## config.mk

```make
export PLATFORM = sky130hd
export DESIGN_NAME = touch_baseline_detector
export DESIGN_NICKNAME = d
export VERILOG_FILES = /design/src/rtl/tbd_pkg.sv /design/src/rtl/tbd_cell.sv /design/src/rtl/tbd_const_div.sv /design/src/rtl/tbd_long_window.sv /design/src/rtl/touch_baseline_detector.sv
export SDC_FILE = /design/constraint.sdc
export NUM_CORES = 2
export LEC_CHECK = 0
export BUFFER_PORTS_ARGS = -buffer_cell sky130_fd_sc_hd__buf_2
export CAP_MARGIN = 20
export CORE_MARGIN = 4
export CORE_UTILIZATION = 30
export DETAILED_ROUTE_END_ITERATION = 12
export PLACE_DENSITY = 0.46
export SETUP_SLACK_MARGIN = 0.4
export SLEW_MARGIN = 20
export SYNTH_ARGS = -nofsm -noshare
export SYNTH_HDL_FRONTEND = slang
export SYNTH_SLANG_ARGS = --single-unit
```

## constraint.sdc

```tcl
create_clock -name clk -period 13.9 [get_ports clk]
set_clock_uncertainty 0.1 [all_clocks]
set_input_delay 3.475 -clock clk [delete_from_list [all_inputs] [get_ports clk]]
set_output_delay 3.475 -clock clk [all_outputs]
set_load 0.02 [all_outputs]
```

## src/rtl/tbd_pkg.sv

```systemverilog
// shared types and constants of the touch baseline detector
`timescale 1ns / 1ps

package tbd_pkg;

    localparam int SAMPLE_W = 8;
    localparam int SQUARE_W = 16;
    localparam int VAR_W    = 16;
    localparam int THRESH_W = 17;

    localparam logic [SAMPLE_W-1:0] SAMPLE_MAX   = 8'd255;
    localparam logic [SAMPLE_W-1:0] MARGIN_RESET = 8'd5;

    // one entry of the short window: the sample and its square
    typedef struct packed {
        logic [SAMPLE_W-1:0] value;
        logic [SQUARE_W-1:0] square;
    } tbd_cell_t;

endpackage

```

## src/rtl/tbd_cell.sv

```systemverilog
// one cell of the short window shift chain
`timescale 1ns / 1ps

module tbd_cell (
    input  logic                clk,
    input  logic                rst_n,
    input  logic                shift,
    input  tbd_pkg::tbd_cell_t  din,
    output tbd_pkg::tbd_cell_t  dout
);
    import tbd_pkg::*;

    tbd_cell_t entry_reg;

    always_ff @(posedge clk or negedge rst_n)
    begin
        if (!rst_n)
        begin
            entry_reg <= '0;
        end
        else if (shift)
        begin
            entry_reg <= din;
        end
    end

    assign dout = entry_reg;

endmodule

```

## src/rtl/tbd_const_div.sv

```systemverilog
// division by a constant through a scaled reciprocal multiply
`timescale 1ns / 1ps

module tbd_const_div #(
    parameter int DIVISOR = 4,
    parameter int IN_W    = 12,
    parameter int OUT_W   = 8
) (
    input  logic [IN_W-1:0]  din,
    output logic [OUT_W-1:0] quo
);
    localparam int SHIFT = IN_W + $clog2(DIVISOR);
    localparam int MW    = IN_W + 2;
    localparam int PW    = IN_W + MW;
    localparam logic [63:0] RECIP = ((64'd1 << SHIFT) + 64'(DIVISOR) - 64'd1) / 64'(DIVISOR);

    logic [PW-1:0] prod;

    assign prod = PW'(din) * PW'(RECIP[MW-1:0]);
    assign quo  = OUT_W'(prod >> SHIFT);

endmodule

```

## src/rtl/tbd_long_window.sv

```systemverilog
// long boxcar: sample ring in memory with running sum
`timescale 1ns / 1ps

module tbd_long_window #(
    parameter int DEPTH = 256
) (
    input  logic                               clk,
    input  logic                               rst_n,
    input  logic                               push,
    input  logic [tbd_pkg::SAMPLE_W-1:0]       sample,
    output logic [$clog2(DEPTH*255+1)-1:0]     total
);
    import tbd_pkg::*;

    localparam int AW = $clog2(DEPTH);
    localparam int TW = $clog2(DEPTH*255+1);
    localparam logic [AW-1:0] LAST = AW'(DEPTH - 1);

    logic [SAMPLE_W-1:0] mem [DEPTH];
    logic [SAMPLE_W-1:0] rd_data_reg;
    logic [AW-1:0]       pos_reg;
    logic [AW-1:0]       pos_next;
    logic [AW-1:0]       rd_addr;
    logic                filled_reg;
    logic [TW-1:0]       total_reg;
    logic [TW-1:0]       total_next;
    logic [SAMPLE_W-1:0] oldest;

    assign pos_next   = (pos_reg == LAST) ? '0 : pos_reg + 1'b1;
    assign rd_addr    = push ? pos_next : pos_reg;
    // entries not yet written since reset read as zero
    assign oldest     = filled_reg ? rd_data_reg : '0;
    assign total_next = total_reg - TW'(oldest) + TW'(sample);

    always_ff @(posedge clk)
    begin
        if (push)
        begin
            mem[pos_reg] <= sample;
        end
        rd_data_reg <= mem[rd_addr];
    end

    always_ff @(posedge clk or negedge rst_n)
    begin
        if (!rst_n)
        begin
            pos_reg    <= '0;
            filled_reg <= 1'b0;
            total_reg  <= '0;
        end
        else if (push)
        begin
            pos_reg   <= pos_next;
            total_reg <= total_next;
            if (pos_reg == LAST)
            begin
                filled_reg <= 1'b1;
            end
        end
    end

    assign total = total_reg;

endmodule

```

## src/rtl/touch_baseline_detector.sv

```systemverilog
// top level of the touch baseline detector
//
// usage:
//   s_tdata carries one raw touch conversion per request; the block inverts
//   it, feeds a SHORT_DEPTH-cell shift chain and a LONG_DEPTH-entry ring
//   memory, and returns one result request per input request on m_tdata.
//   cfg_wr_en/cfg_wr_data write touch_margin (reset value 5); the user must do so
//   only while idle; the block itself does not enforce it.
//   throughput: one request per cycle while the receiver does not stall, set
//   by the six-stage pipeline that advances as a whole; the ring memory takes one
//   write per accepted request and one prefetch read of the next position each cycle.
//   reset clears both windows, the touch flag and the pipeline valid flags; the
//   long ring needs no clearing pass, unwritten entries read as zero until the
//   write position first wraps.
//   when the receiver stalls with a result held in the output register,
//   the whole pipeline and s_tready hold; no request is lost.
`timescale 1ns / 1ps

module touch_baseline_detector #(
    parameter int SHORT_DEPTH = 4,
    parameter int LONG_DEPTH  = 256
) (
    input  logic        clk,
    input  logic        rst_n,
    input  logic        s_tvalid,
    output logic        s_tready,
    input  logic [7:0]  s_tdata,      // raw_count
    output logic        m_tvalid,
    input  logic        m_tready,
    output logic [47:0] m_tdata,      // sample_value, long_average, short_average,
                                      // short_variance, touched, touch_event, zero fill
    input  logic        cfg_wr_en,
    input  logic [7:0]  cfg_wr_data   // touch_margin
);
    import tbd_pkg::*;

    localparam int SW  = $clog2(SHORT_DEPTH*255+1);
    localparam int SQW = $clog2(SHORT_DEPTH*65025+1);
    localparam int LW  = $clog2(LONG_DEPTH*255+1);
    localparam int XW  = SQW + 1;
    localparam int TW  = SAMPLE_W + SW;

    logic en;
    logic accept;
    logic [SAMPLE_W-1:0] sample;
    logic [SQUARE_W-1:0] sample_sq;

    tbd_cell_t link [SHORT_DEPTH+1];

    logic [SW-1:0]  short_total_reg;
    logic [SW-1:0]  short_total_next;
    logic [SQW-1:0] sumsq_reg;
    logic [SQW-1:0] sumsq_next;
    logic [LW-1:0]  long_total;
    logic [SAMPLE_W-1:0] margin_reg;

    logic                v0_reg, v1_reg, v2_reg, v3_reg, v4_reg, out_valid_reg;
    logic [SAMPLE_W-1:0] a_sample_reg;

    logic [SAMPLE_W-1:0] b_sample_reg, b_savg_reg, b_lavg_reg;
    logic [SW-1:0]       b_tot_reg;
    logic [SQW-1:0]      b_sumsq_reg;
    logic [SAMPLE_W-1:0] savg_q, lavg_q;

    logic [SAMPLE_W-1:0] c_sample_reg, c_savg_reg, c_lavg_reg;
    logic [SQW-1:0]      c_sumsq_reg;
    logic [SQUARE_W-1:0] c_asq_reg;
    logic [TW-1:0]       c_atot_reg;

    logic [SAMPLE_W-1:0] d_sample_reg, d_savg_reg, d_lavg_reg;
    logic [SQW-1:0]      d_ssd_reg;
    logic [XW-1:0]       ssd_wide;

    logic [SAMPLE_W-1:0] e_sample_reg, e_savg_reg, e_lavg_reg;
    logic [VAR_W-1:0]    e_var_reg;
    logic [VAR_W-1:0]    var_q;

    logic [THRESH_W-1:0] thresh;
    logic                touched;
    logic                touch_flag_reg;
    logic [47:0]         out_data_reg;

    assign en       = !out_valid_reg || m_tready;
    assign s_tready = en;
    assign accept   = s_tvalid && en;

    assign sample    = SAMPLE_MAX - s_tdata;
    assign sample_sq = SQUARE_W'(sample) * SQUARE_W'(sample);

    // short window chain, newest entry in the first cell
    assign link[0] = {sample, sample_sq};

    for (genvar i = 0; i < SHORT_DEPTH; i++)
    begin : g_cell
        tbd_cell u_cell (
            .clk   (clk),
            .rst_n (rst_n),
            .shift (accept),
            .din   (link[i]),
            .dout  (link[i+1])
        );
    end

    assign short_total_next = short_total_reg - SW'(link[SHORT_DEPTH].value) + SW'(sample);
    assign sumsq_next       = sumsq_reg - SQW'(link[SHORT_DEPTH].square) + SQW'(sample_sq);

    tbd_long_window #(
        .DEPTH (LONG_DEPTH)
    ) u_long (
        .clk    (clk),
        .rst_n  (rst_n),
        .push   (accept),
        .sample (sample),
        .total  (long_total)
    );

    tbd_const_div #(
        .DIVISOR (SHORT_DEPTH),
        .IN_W    (SW),
        .OUT_W   (SAMPLE_W)
    ) u_short_div (
        .din (short_total_reg),
        .quo (savg_q)
    );

    tbd_const_div #(
        .DIVISOR (LONG_DEPTH),
        .IN_W    (LW),
        .OUT_W   (SAMPLE_W)
    ) u_long_div (
        .din (long_total),
        .quo (lavg_q)
    );

    tbd_const_div #(
        .DIVISOR (SHORT_DEPTH),
        .IN_W    (SQW),
        .OUT_W   (VAR_W)
    ) u_var_div (
        .din (d_ssd_reg),
        .quo (var_q)
    );

    // sum of squared deviations: sumsq + n*a^2 - 2*a*total
    assign ssd_wide = XW'(c_sumsq_reg) + XW'(c_asq_reg) * XW'(SHORT_DEPTH)
                    - (XW'(c_atot_reg) << 1);

    assign thresh  = THRESH_W'(e_lavg_reg) + THRESH_W'(e_var_reg) + THRESH_W'(margin_reg);
    assign touched = THRESH_W'(e_savg_reg) > thresh;

    always_ff @(posedge clk or negedge rst_n)
    begin
        if (!rst_n)
        begin
            margin_reg <= MARGIN_RESET;
        end
        else if (cfg_wr_en)
        begin
            margin_reg <= cfg_wr_data;
        end
    end

    always_ff @(posedge clk or negedge rst_n)
    begin
        if (!rst_n)
        begin
            short_total_reg <= '0;
            sumsq_reg       <= '0;
        end
        else if (accept)
        begin
            short_total_reg <= short_total_next;
            sumsq_reg       <= sumsq_next;
        end
    end

    always_ff @(posedge clk or negedge rst_n)
    begin
        if (!rst_n)
        begin
            v0_reg         <= 1'b0;
            v1_reg         <= 1'b0;
            v2_reg         <= 1'b0;
            v3_reg         <= 1'b0;
            v4_reg         <= 1'b0;
            out_valid_reg  <= 1'b0;
            touch_flag_reg <= 1'b0;
        end
        else if (en)
        begin
            v0_reg        <= s_tvalid;
            v1_reg        <= v0_reg;
            v2_reg        <= v1_reg;
            v3_reg        <= v2_reg;
            v4_reg        <= v3_reg;
            out_valid_reg <= v4_reg;
            if (v4_reg)
            begin
                touch_flag_reg <= touched;
            end
        end
    end

    always_ff @(posedge clk)
    begin
        if (en)
        begin
            a_sample_reg <= sample;

            b_sample_reg <= a_sample_reg;
            b_savg_reg   <= savg_q;
            b_lavg_reg   <= lavg_q;
            b_tot_reg    <= short_total_reg;
            b_sumsq_reg  <= sumsq_reg;

            c_sample_reg <= b_sample_reg;
            c_savg_reg   <= b_savg_reg;
            c_lavg_reg   <= b_lavg_reg;
            c_sumsq_reg  <= b_sumsq_reg;
            c_asq_reg    <= SQUARE_W'(b_savg_reg) * SQUARE_W'(b_savg_reg);
            c_atot_reg   <= TW'(b_savg_reg) * TW'(b_tot_reg);

            d_sample_reg <= c_sample_reg;
            d_savg_reg   <= c_savg_reg;
            d_lavg_reg   <= c_lavg_reg;
            d_ssd_reg    <= ssd_wide[SQW-1:0];

            e_sample_reg <= d_sample_reg;
            e_savg_reg   <= d_savg_reg;
            e_lavg_reg   <= d_lavg_reg;
            e_var_reg    <= var_q;

            out_data_reg <= {6'd0, touched && !touch_flag_reg, touched, e_var_reg,
                             e_savg_reg, e_lavg_reg, e_sample_reg};
        end
    end

    assign m_tvalid = out_valid_reg;
    assign m_tdata  = out_data_reg;

endmodule
```

# Word level (Yosys, flattened, before mapping)
# Memories as Yosys holds them, arrays and structs flattened. A register that Yosys moved wholly into a read port is not among the register bits.
# Index checks and enable logic that the tools add are counted.
[totals] reg_bits=423 mem_bits_ro=0 mem_count=1 latch_bits=0 word_cells=72 ramBits=2048
[classes] shift=0 n_mul=3 n_addsub=12 n_div=0 muxes=5 n_lt_le_gt_ge=1 n_bitwise=0 n_reduce_logical=7 eq_ne=1
[mem_list] memory="u_long.mem" depth=256 width=8 rd=1 rd_ports_with_merged_regs=1 wr=1 line_no="tbd_long_window.sv:19" text="logic [SAMPLE_W-1:0] mem [DEPTH];"
[op_table] operator="multiplier 8 x 8 -> 16 bit" n=2
[op_table] operator="two-way mux 8 bit" n=3
[op_table] operator="adder 18 x 16 -> 18 bit" n=1
[op_table] operator="adder 18 bit" n=1
[op_table] operator="subtractor 18 x 16 -> 18 bit" n=1
[op_table] operator="subtractor 18 bit" n=1
[op_table] operator="adder 17 x 8 -> 17 bit" n=1
[op_table] operator="adder 8 x 16 -> 17 bit" n=1
[op_table] operator="> comparator 8 x 17 -> 1 bit" n=1
[op_table] operator="multiplier 8 x 10 -> 17 bit" n=1
[op_table] operator="adder 16 x 8 -> 16 bit" n=1
[op_table] operator="subtractor 16 x 8 -> 16 bit" n=1
[op_table] operator="adder 10 x 8 -> 10 bit" n=1
[op_table] operator="subtractor 10 x 8 -> 10 bit" n=1
[op_table] operator="adder 8 x 1 -> 8 bit, second input constant" n=1
[op_table] operator="equality test 8 bit, second input constant" n=1
[op_table] operator="subtractor 8 bit, first input constant" n=1
[op_table] operator="AND reduction 2 bit" n=2
[op_table] operator="logical AND 1 bit" n=2
[op_table] operator="zero test 1 bit" n=2
[op_table] operator="two-way mux 1 bit" n=2
[op_table] operator="logical OR 1 bit" n=1

# Depth between registers and ports, before layout
[logic_depth] depth_word=5 mapped_depth=26

# Cells and area by module
# From an unflattened synthesis, not the netlist that was laid out.
[unflattened] hier_cells=7743 area_unflattened_um2=105814.0
[modules_own_cells] module="tbd_long_window" cells_each=5965 seq_area_each_um2=62284.7 n_inst=1 area_each_um2=82967.1
[modules_own_cells] module="touch_baseline_detector" cells_each=1542 seq_area_each_um2=8795.9 n_inst=1 area_each_um2=18617.9
[modules_own_cells] module="tbd_cell" cells_each=51 seq_area_each_um2=600.6 n_inst=4 area_each_um2=997.2
[modules_own_cells] module="tbd_const_div at u_long_div ..." cells_each=8 seq_area_each_um2=0.0 n_inst=2 area_each_um2=60.1
[modules_own_cells] module="tbd_const_div at u_var_div" cells_each=16 seq_area_each_um2=0.0 n_inst=1 area_each_um2=120.1

# Worst setup path before layout
# No wires, ideal clock.
[synth_path] kind="input to output" start="input m_tready" end="output s_tready" path_buffers=3 slack_ns=-0.689 path_stages=5 arrival_time_ns=11.014 cell_sequence="nor2b_1 inv_2 buf_2 buf_1 buf_1"
[synth_via] elab_chain_cells=1
[synth_rtl] element="start, declared" line_no="touch_baseline_detector.sv:29" text="input logic m_tready,"
[synth_rtl] element="logical OR 1 bit" line_no="touch_baseline_detector.sv:83" text="assign en = !out_valid_reg || m_tready;"
[synth_rtl] element="end, declared" line_no="touch_baseline_detector.sv:26" text="output logic s_tready,"
# Every way passes these cells.

==> metrics.txt <==
status=completed; commonest cells after routing, fill and taps aside=edfxtp_1, nand2_1, nor2_1; Seq/Total Area, Yosys=69.66%; Synth-to-Final Area Change=13.92%; Site Rows=216; DR vias/cell=5.224; cell depth of the worst flop-to-flop path=15; Die Ht=598.7 um; Largest register FFs=2048; clock latency at the later pin of the worst-skew pair=0.90 ns; share of cells above drive strength 1=12.17%; reg2reg start=u_long.pos_reg[1]; worst-path maximum fanout=100; Detail Placement HPWL=201300 um; Post-CTS Hold Buffers=0; fin crit share=64.89%; Psw=11270 uW; commonest non-fill, non-tap cell in the layout=edfxtp_1; routed vias=between 60000 and 70000; postcts setup bufs=0; CTS Root Buffer Type=clkbuf_16; # DRC=0; most flop-heavy register=u_long.mem; compound-gate portion of the synthesized area=7.730%; Yosys reg bits=2457; Synth Instances=7072; CP Data Arrival Time=~9.7 ns; CP Depth=23; remaining antenna violation count=0; asr flop ratio synth=approximately 6.3%; Post-Synth XOR/XNOR Area=0.8450%; initial drt markers=6649; CP max stage delay=between 0.5 and 0.6 ns; RSZ-0062 raised after global routing=false; overall power=29110 uW; max-capacitance violation count=0; multiplexer area fraction after synthesis=6.485%; largest net degree at the start of global routing=200; # fillers=33350; number of flops mapped to enable cells by yosys=2293; main combinational cell family by area after synthesis=simple AND/OR/NAND/NOR gates; Most used DFF post-synth=edfxtp_1; die width=598.7 um; CP endpoint=sumsq_reg[16]; global-route wire length before repair=471900 um; CTS tree=done; delay-heaviest family, CP=adder cells; clock tree buffer depth=4; min Tclk post-route=9.019 ns; type of the worst min-delay path=reg -> reg; Worst setup EP type=register; vias in the first global route=61800; Pwr Density=~240 nW/um2; aggregate global routing overflow=0; internal power=17850 uW; Switching Share=38.71%; synthesized-area fraction occupied by adder cells=4.360%; Total GRT Usage=18.01%; Worst-Margin Slew=1.252 ns; CTS H-tree lvls=5; crit path from=s_tdata[2]; Num CTS Buffers=roughly 290; r2r setup slk=6.56 ns; Post-Synth Simple-Gate Area=approximately 8%; Reg-to-Reg End=u_long.rd_data_reg[0]; Req. time, crit path=14.53 ns; routability congestion estimate=0.8484; Comb pwr share=42.5%; Slowest-stage cell, CP=fa_1; CTS resizes=0; fin nets=7462; Max IR drop VDD=roughly 280 uV; CTS clk-pin slew, worst paths=roughly 0.060 ns; Buf/Inv on CP=5; full die area=358500 um2; initial antenna violation count=21; Ys Warns=0; Setup Total Neg Slack=0 ns; I/O Buffers=64; Syn Area/Cell=14.80 um2; P_leak=slightly above 0.04 uW; final setup vio count=0; sequential share of power=32.6%; Post-Syn Area=around 100000 um2; Sink Count=2457; crit-path cells=buf_2, inv_8, nand2_1, fa_1, inv_1, fa_1, fa_1, inv_1, fa_1, inv_1, ha_1, a21o_1, a31o_2, a21oi_1, xnor2_1, fa_1, ha_1, or3_1, o31ai_1, o2111ai_1, a21oi_1, xor2_1, o21ai_0; starting density of the core=30.19%; core area=346700 um2; I/O pin total=71; Crit path top cell by count=fa_1; Slew Limit Fails=0; Max-slew headroom=between 10% and 20%; Hold Fails Final Rpt=0; routed wire length=roughly 330000 um; DR WL/cell=approximately 28 um; Critical Setup Path Class=in -> reg; Clock power frac=about a quarter; Yosys cell types=85; Max Freq=roughly 0.11 GHz; Pre-antenna DRT Iters=6; Worst Setup Start Kind=input pin
## metal layers
| metal | track usage, % | up-vias | wire (um) |
|---|---|---|---|
| li1 | - | 27100 | - |
| met4 | 6.194 | 4 | 11740 |
| met1 | 25.08 | 32500 | 144200 |
| met3 | 3.424 | 532 | 22760 |
| met2 | 28.23 | 2289 | 151400 |
| met5 | 0 | - | 19 |
## cell usage after synthesis (10+ instances only)
| cell type | count | area (um2) |
|---|---|---|
| nor3_1 | 64 | 320.3 |
| nor2b_1 | 18 | 112.6 |
| inv_1 | 256 | 960.9 |
| a221o_1 | 11 | 110.1 |
| a21oi_1 | 222 | 1111 |
| mux2_2 | 28 | 315.3 |
| mux2i_1 | 253 | 2532 |
| edfxtp_1 | 2293 | 68860 |
| o22a_1 | 10 | 87.58 |
| a211oi_1 | 237 | 1779 |
| nand2b_1 | 45 | 281.5 |
| nor2_1 | 375 | 1408 |
| nand3_1 | 106 | 530.5 |
| buf_2 | 153 | 765.7 |
| and2_1 | 32 | 200.2 |
| a21o_1 | 21 | 157.7 |
| buf_1 | 30 | 112.6 |
| ha_1 | 160 | 2002 |
| a221oi_1 | 49 | 429.2 |
| clkbuf_1 | 185 | 694.4 |
| fa_1 | 128 | 2562 |
| and3_1 | 197 | 1232 |
| o21a_1 | 11 | 82.58 |
| nor4_1 | 15 | 93.84 |
| a211o_1 | 15 | 131.4 |
| xnor2_1 | 65 | 569.3 |
| a31oi_1 | 76 | 475.5 |
| or3_1 | 21 | 131.4 |
| a22oi_1 | 22 | 165.2 |
| xor2_1 | 36 | 315.3 |
| a311oi_1 | 95 | 832.1 |
| o31ai_1 | 13 | 97.59 |
| dfrtp_1 | 154 | 3854 |
| o21bai_1 | 14 | 105.1 |
| a32oi_1 | 50 | 437.9 |
| o211ai_1 | 23 | 172.7 |
| mux4_2 | 175 | 3941 |
| nand4_1 | 22 | 137.6 |
| buf_4 | 55 | 412.9 |
| o21ai_0 | 154 | 770.7 |
| a311o_1 | 11 | 110.1 |
| o22ai_1 | 47 | 294.0 |
| nand2_1 | 988 | 3709 |
## power groups by stage
stage	clock network (uW)	logic [uW]	registers, uW
final	7260	12400	9480
after global routing	7740	13700	9560
after CTS	7420	12500	9500
after detailed placement	0	12400	9650
after global placement	0	12300	9640
after floorplan	0	8590	9560
## worst min-delay path by stage
stage | cells past startpoint | endpoint | from
floorplan | 0 | b_sample_reg[0] | a_sample_reg[0]
global placement | 0 | d_savg_reg[5] | c_savg_reg[5]
detailed placement | 0 | c_lavg_reg[0] | b_lavg_reg[0]
CTS | 0 | e_savg_reg[7] | d_savg_reg[7]
global route | 0 | e_var_reg[7] | d_ssd_reg[9]
finish | 0 | d_sample_reg[7] | c_sample_reg[7]
## kinds of logic (layout without fill, tap and decap cells)
kind of cell,after synthesis,count (layout)
buffers and inverters,691,982
AOI/OAI and AO/OA,1164,1164
and+or+nand+nor,1914,1914
xor gates and xnor gates,101,101
muxes,456,456
DFF,2457,2457
other,1,9
adders and majority gates,288,288
## cell type report
type | count | area (um2) | share of cell area, %
diodes | 3 | 7.507 | 0.006295
well taps | 4578 | 5728 | 4.803
clock buffers | 359 | 7546 | 6.327
flip-flops and latches | 2457 | 72920 | 61.15
clock inverters | 143 | 1308 | 1.096
multi-input cells | 3929 | 28970 | 24.29
inverters | 261 | 1072 | 0.8991
repair buffers | 219 | 1708 | 1.432
## metrics by stage
| stage | utilization, % | hold WS, ns | std cells | cell area (um2) | setup slack (ns) |
|---|---|---|---|---|---|
| 6_report | 34.39 | 0.3135 | 11950 | 119300 | 4.881 |
| 3_3_place_gp | 31.77 | 0.3005 | 11430 | 110200 | 3.820 |
| 4_1_cts | 34.36 | 0.3113 | 11940 | 119100 | 4.895 |
| 3_5_place_dp | 31.81 | 0.3045 | 11440 | 110300 | 3.910 |
| 5_1_grt | 34.39 | 0.3198 | 11950 | 119300 | 4.424 |
| 2_1_floorplan | - | 0.3003 | 7077 | 104700 | 1.588 |
Power figures use the tool's default switching activity.
